$ cat config.mk
export PLATFORM = sky130hd
export DESIGN_NAME = srts_ctrl
export DESIGN_NICKNAME = d
export VERILOG_FILES = /design/src/hdl/srts_pkg.sv /design/src/hdl/srts_ctrl.sv
export VERILOG_INCLUDE_DIRS = /design/src /design/src/hdl
export SDC_FILE = /design/constraint.sdc
export NUM_CORES = 1
export LEC_CHECK = 0
export BUFFER_PORTS_ARGS = -buffer_cell sky130_fd_sc_hd__buf_2
export CAP_MARGIN = 20
export CORE_AREA = 5 5 179 181
export DETAILED_ROUTE_END_ITERATION = 16
export DIE_AREA = 0 0 184 186
export GPL_TIMING_DRIVEN = 1
export PLACE_DENSITY = 0.88
export SLEW_MARGIN = 25
export SYNTH_ARGS = -nofsm -noshare
export SYNTH_HDL_FRONTEND = slang
export SYNTH_SLANG_ARGS = --single-unit
$ cat constraint.sdc
create_clock -name clk -period 5.9 [get_ports clk]
set_input_delay 1.18 -clock clk [delete_from_list [all_inputs] [get_ports clk]]
set_output_delay 1.18 -clock clk [all_outputs]
set_load 0.05 [all_outputs]
$ cat src/hdl/sorted_record_table_search_top_defines.svh
// Assertion macros used by the sorted record table sequencer (srts_ctrl).
`ifndef SORTED_RECORD_TABLE_SEARCH_TOP_DEFINES_SVH
`define SORTED_RECORD_TABLE_SEARCH_TOP_DEFINES_SVH

// same-cycle implication on clk, off during rst
`define SRTS_ASSERT_NOW(name, ante, cons, msg) \
  name: assert property (@(posedge clk) disable iff (rst) (ante) |-> (cons)) \
    else $error(msg);

// next-cycle implication on clk, off during rst
`define SRTS_ASSERT_NEXT(name, ante, cons, msg) \
  name: assert property (@(posedge clk) disable iff (rst) (ante) |=> (cons)) \
    else $error(msg);

`endif

$ cat src/hdl/srts_pkg.sv
// Types and constants of the sorted record table.
package srts_pkg;

  localparam int KEY_W   = 32;
  localparam int UNITS_W = 20;
  localparam int BILL_W  = 28;
  localparam int RATE_W  = 8;
  localparam int SLOT_W  = 8;
  localparam int KIND_W  = 2;
  localparam int STAT_W  = 2;

  localparam logic [RATE_W-1:0] RATE_RESET = 8'd2;

  localparam logic [KIND_W-1:0] KIND_INSERT = 2'd0;
  localparam logic [KIND_W-1:0] KIND_LOOKUP = 2'd1;
  localparam logic [KIND_W-1:0] KIND_UPDATE = 2'd2;

  localparam logic [STAT_W-1:0] ST_OK   = 2'd0;
  localparam logic [STAT_W-1:0] ST_MISS = 2'd1;
  localparam logic [STAT_W-1:0] ST_FULL = 2'd2;

  typedef struct packed {
    logic [KEY_W-1:0]   key;
    logic [UNITS_W-1:0] units;
    logic [BILL_W-1:0]  bill;
  } rec_t;

  typedef struct packed {
    logic [STAT_W-1:0]  status;
    logic [SLOT_W-1:0]  slot;
    logic [UNITS_W-1:0] units;
    logic [BILL_W-1:0]  bill;
  } res_t;

endpackage

$ cat src/hdl/srts_ctrl.sv
// Sequencer: sorted insert with shift, midpoint search, update in place.
`include "sorted_record_table_search_top_defines.svh"

module srts_ctrl #(
  parameter int TABLE_DEPTH = 256
) (
  input  logic                             clk,
  input  logic                             rst,
  input  logic                             s_valid,
  output logic                             s_ready,
  input  logic [srts_pkg::KIND_W-1:0]      s_kind,
  input  logic [srts_pkg::KEY_W-1:0]       s_key,
  input  logic [srts_pkg::UNITS_W-1:0]     s_units,
  input  logic [srts_pkg::RATE_W-1:0]      rate,
  output logic                             res_valid,
  input  logic                             res_ready,
  output srts_pkg::res_t                   res,
  output logic [$clog2(TABLE_DEPTH)-1:0]   rd_addr,
  input  srts_pkg::rec_t                   rd_data,
  output logic                             we,
  output logic [$clog2(TABLE_DEPTH)-1:0]   wr_addr,
  output srts_pkg::rec_t                   wr_data
);
  import srts_pkg::*;

  localparam int AW = $clog2(TABLE_DEPTH);
  localparam int CW = $clog2(TABLE_DEPTH + 1);
  localparam logic [CW-1:0] DEPTH_C = CW'(TABLE_DEPTH);

  typedef enum logic [2:0] {
    S_IDLE, S_INS_RD, S_INS_CMP, S_INS_PLACE, S_PROBE, S_CMP, S_DONE
  } state_t;

  state_t             state;
  logic [KIND_W-1:0]  kind_q;
  logic [KEY_W-1:0]   key_q;
  logic [UNITS_W-1:0] units_q;
  logic [BILL_W-1:0]  bill_q;
  logic [CW-1:0]      count;
  logic [CW-1:0]      idx;
  logic [CW-1:0]      lo;
  logic [CW-1:0]      hi1;
  logic [CW-1:0]      mid_q;

  logic [CW-1:0]      idx_m1;
  logic [CW-1:0]      idx_m2;
  logic [CW:0]        mid_sum;
  logic [CW-1:0]      mid;
  logic               shift_up;
  rec_t               new_rec;

  assign idx_m1   = idx - CW'(1);
  assign idx_m2   = idx - CW'(2);
  assign mid_sum  = {1'b0, lo} + {1'b0, hi1} - (CW+1)'(1);
  assign mid      = mid_sum[CW:1];
  assign shift_up = rd_data.key > key_q;
  assign new_rec  = '{key: key_q, units: units_q, bill: bill_q};

  assign s_ready   = (state == S_IDLE);
  assign res_valid = (state == S_DONE);

  always_comb begin
    rd_addr = idx_m1[AW-1:0];
    we      = 1'b0;
    wr_addr = idx[AW-1:0];
    wr_data = new_rec;
    unique case (state)
      S_INS_RD: begin
        we = (idx == '0);
      end
      S_INS_CMP: begin
        rd_addr = idx_m2[AW-1:0];
        we      = 1'b1;
        if (shift_up) begin
          wr_data = rd_data;
        end
      end
      S_INS_PLACE: begin
        we = 1'b1;
      end
      S_PROBE: begin
        rd_addr = mid[AW-1:0];
      end
      S_CMP: begin
        wr_addr = mid_q[AW-1:0];
        we      = (rd_data.key == key_q) && (kind_q == KIND_UPDATE);
        wr_data = '{key: rd_data.key, units: units_q, bill: bill_q};
      end
      default: begin
      end
    endcase
  end

  always_ff @(posedge clk) begin
    if (rst) begin
      state <= S_IDLE;
      count <= '0;
    end else begin
      unique case (state)
        S_IDLE: begin
          if (s_valid) begin
            kind_q  <= s_kind;
            key_q   <= s_key;
            units_q <= s_units;
            bill_q  <= BILL_W'(s_units) * BILL_W'(rate);
            idx     <= count;
            lo      <= '0;
            hi1     <= count;
            if (s_kind != KIND_INSERT) begin
              state <= S_PROBE;
            end else if (count == DEPTH_C) begin
              res   <= '{status: ST_FULL, slot: '0, units: '0, bill: '0};
              state <= S_DONE;
            end else begin
              state <= S_INS_RD;
            end
          end
        end
        S_INS_RD: begin
          if (idx == '0) begin
            count <= count + CW'(1);
            res   <= '{status: ST_OK, slot: '0, units: units_q, bill: bill_q};
            state <= S_DONE;
          end else begin
            state <= S_INS_CMP;
          end
        end
        S_INS_CMP: begin
          if (shift_up) begin
            idx <= idx_m1;
            if (idx_m1 == '0) begin
              state <= S_INS_PLACE;
            end
          end else begin
            count <= count + CW'(1);
            res   <= '{status: ST_OK, slot: SLOT_W'(idx), units: units_q, bill: bill_q};
            state <= S_DONE;
          end
        end
        S_INS_PLACE: begin
          count <= count + CW'(1);
          res   <= '{status: ST_OK, slot: SLOT_W'(idx), units: units_q, bill: bill_q};
          state <= S_DONE;
        end
        S_PROBE: begin
          mid_q <= mid;
          if (lo < hi1) begin
            state <= S_CMP;
          end else begin
            res   <= '{status: ST_MISS, slot: '0, units: '0, bill: '0};
            state <= S_DONE;
          end
        end
        S_CMP: begin
          if (rd_data.key == key_q) begin
            if (kind_q == KIND_UPDATE) begin
              res <= '{status: ST_OK, slot: SLOT_W'(mid_q), units: units_q, bill: bill_q};
            end else begin
              res <= '{status: ST_OK, slot: SLOT_W'(mid_q), units: rd_data.units,
                       bill: rd_data.bill};
            end
            state <= S_DONE;
          end else begin
            if (rd_data.key < key_q) begin
              lo <= mid_q + CW'(1);
            end else begin
              hi1 <= mid_q;
            end
            state <= S_PROBE;
          end
        end
        S_DONE: begin
          if (res_ready) begin
            state <= S_IDLE;
          end
        end
        default: state <= S_IDLE;
      endcase
    end
  end

  `SRTS_ASSERT_NOW(a_count_bound, 1'b1, count <= DEPTH_C, "entry count above depth")
  `SRTS_ASSERT_NOW(a_full_only_when_full, res_valid && (res.status == ST_FULL),
                   count == DEPTH_C, "full reported with free slots")
  `SRTS_ASSERT_NOW(a_write_in_range, we, idx <= count, "write beyond filled region")
  `SRTS_ASSERT_NOW(a_probe_in_window, (state == S_PROBE) && (lo < hi1),
                   (mid >= lo) && (mid < hi1), "probe outside search window")
  `SRTS_ASSERT_NEXT(a_count_step, state != S_IDLE,
                    (count == $past(count)) || (count == $past(count) + CW'(1)),
                    "entry count jumped")

endmodule

==> results.toml <==
[critical_path]
path_common_cell = "fa_1"
rr_worst_depth = 11
crit_family = "adder cells"
cpPeakStageDelay_ps = 540
r2r-end = "res[37]"
slowest_stage = "fa_1"
critPathLaunchType = "input pin"
r2r_setup_slack_ps = 2050
cp_cell_sequence = "buf_2 -> nand2_1 -> fa_1 -> fa_1 -> inv_1 -> fa_1 -> inv_1 -> fa_1 -> inv_1 -> ha_1 -> buf_4 -> nor2_1 -> a211oi_1 -> nand2_1 -> a21oi_1 -> nand3_1 -> a21o_1 -> o21ai_0 -> xor2_1"
path_max_fanout = 13
cp.arrival_ps = 5820
criticalPathCategory = "in2reg"
r2r-start = "key_q[24]"
cp.required_ps = 6090
endpoint_kind = "register"
worstPathBufferInverterCount = 5

[run]
drv_cap = 0

[power]
power.density_nw_per_um2 = 452
leakagePower_nw = 8.38
fin_total_pwr_mw = 8.06
vdd.ir_drop.worst_v = 0.000246

[sta]
finalSetupViolCount = 0
period_share_pct = 95.3
period_minus_slack_ps = 5630
clock_skew_ps = 21.5
final_hold_viol_count = 0
drv_slew = 0
fin_ws_ps = 274
rsz0062_at_grt = "no"
max_freq_mhz = 178
worst_pin_slew_ps = 1010
slew_headroom_pct = 32.5

[drt]
dr.pass1.iters = 6
drc = 0
ant_nets = 0
initialDrtViolationCount = 1054
num_vias = 12800
wl_mm = 42.8
wire_per_inst_um = 18.7
detail_route.vias_per_cell = 5.59

[placement]
dp.cells = 2255
dp_slack_ps = -35.5
portBuffers = 302
placed_cell_area_sq_um = 17200
hpwl_mm = 33.1
gp_congestion = 0.920

[cells_and_area]
final_cell_mix = "315 x nand2_1, 302 x buf_2, 209 x inv_1"
syn2layout_area_growth_pct = 17.8
drive_gt1_share_pct = 20.5
final_common_cell = "nand2_1"
fillCellCount = 2491
final_area_sq_um = 17800
final_nets = 2244
final-instance-count-excl-fill = 2288

[cts]
cts-resized-gates = 0
clk_pin_slew_ps = 80
post_cts_buffers = 0
cts_tree = "built"
clock_path_buffers = 2
numCtsBuffers = 17
htree_levels = 4
cts_sinks = 188
holdBufCountCts = 0
worstSkewPairLatency_ps = 450
root_buffer = "clkbuf_16"

[global_routing]
grt_pass1_wl_mm = 67.3
grt_pass1_vias = 12900
grt_overflow_total = 0
grt_use_total_pct = 24.8
grt_max_degree = 61
antenna_found_initial = 3

[logic_synthesis]
synth_edf_count = 176
synth_fp_nets = 1960
synthArstFlopShare_pct = 0
syn_inst = 1594
postSynthAreaPerCell_sq_um = 9.50
syn_area_sq_um = 15100
yosysWarningCount = 0
ys_types = 59
ys_ff_latch = 188
synthFlopType = "edfxtp_1"
seq_area_frac_synth_pct = 36.5

[min_path]
whs_endpoint = "count[6]"
hp-start = "count[6]"
min_path_type = "reg2reg"
hold_depth = 2

[floorplanning]
fp.dieArea_sq_um = 34200
rows = 64
die_x_um = 184
core_sq_um = 30300
initial_core_util_pct = 50.0
ios = 303
die_h_um = 186

[outcome]
run_status = "complete, no violations"
==> layer usage <==
| layer | track usage [%] | vias to the layer above | share of wire (%) |
|---|---|---|---|
| met4 | 7.54 | 2 | 2.6 |
| met2 | 43.9 | 665 | 51 |
| met3 | 4.55 | 87 | 7.9 |
| met1 | 31.0 | 6156 | 39 |
| met5 | 0 | - | 0.016 |
| li1 | - | 5875 | - |
==> where the power goes <==
part	switching [mW]	internal (mW)	total (mW)
Sequential	0.170	1.93	2.10
Combinational	3.17	1.56	4.73
Clock	0.573	0.657	1.23
==> worst register-to-register path, stage by stage, from the launching register on <==
cell,delay (ps)
edfxtp_1,390
inv_1,60
ha_1,270
nand3_1,140
nor2_2,130
nand4b_1,190
or4_1,750
o311a_4,220
buf_4,350
a21oi_1,260
and3_2,390
buf_12,300
==> cells in the mapped netlist, drive strengths merged (8+ instances only) <==
cell | count | area share (%)
a211oi | 9 | 0.45
a21o | 13 | 0.64
a21oi | 48 | 1.6
a22o | 49 | 2.8
and2 | 126 | 5.2
and3 | 10 | 0.41
buf | 9 | 0.34
clkbuf | 61 | 1.5
dfxtp | 12 | 1.6
edfxtp | 176 | 35
fa | 109 | 14
ha | 111 | 9.2
inv | 209 | 5.2
nand2 | 315 | 7.8
nand2b | 11 | 0.45
nand3 | 46 | 1.5
nand4 | 8 | 0.33
nor2 | 45 | 1.1
nor2b | 12 | 0.50
nor3 | 16 | 0.56
o21ai | 68 | 2.2
or3 | 9 | 0.37
xnor2 | 24 | 1.4
xor2 | 20 | 1.2
==> cell families (layout without fill, tap and decap cells) <==
logic type | Yosys count | after routing | synth area share, %
simple gates | 619 | 619 | 19.4
xor+xnor | 44 | 44 | 2.55
compound gates | 235 | 235 | 10.3
other cells | 0 | 1 | 0
fa+ha+maj | 220 | 220 | 23.6
flops | 188 | 188 | 36.5
buf+inv | 280 | 577 | 7.08
mux | 8 | 8 | 0.587
==> state kept, by name (all words and copies together) (netlist names), 9 cells and up <==
| name | cells |
|---|---|
| lo | 9 |
| hi1 | 9 |
| count | 9 |
| mid_q | 9 |
| key_q | 32 |
| bill_q | 28 |
| res | 58 |
| idx | 9 |
| units_q | 20 |
==> how the worst max path moves through the flow <==
| stage | to | start | depth (start not counted) |
|---|---|---|---|
| floorplan | bill_q[27] | rate[7] | 18 |
| global placement | bill_q[17] | rate[4] | 19 |
| detailed placement | bill_q[25] | rate[4] | 16 |
| CTS | bill_q[24] | rate[7] | 19 |
| global route | bill_q[24] | rate[7] | 19 |
| finish | bill_q[24] | rate[4] | 19 |
==> per-stage QoR <==
step	hold slack, ps	util, %	setup TNS [ps]
finish	540	58.9	0
global placement	516	56.7	0
global route	583	58.9	0
detailed placement	529	56.8	-74.7
CTS	541	58.9	0
floorplan	491	-	0
==> area by class of cell <==
class	count	area [sq um]	area share (%)
antenna	1	2.50	0.0140
clock buffer	19	443	2.48
clock inverter	13	178	0.996
inverter	210	788	4.42
multi-input combinational	1126	8590	48.2
sequential	188	5530	31.0
tap	396	495	2.78
timing repair buffer	335	1800	10.1
Power figures use the tool's default switching activity.
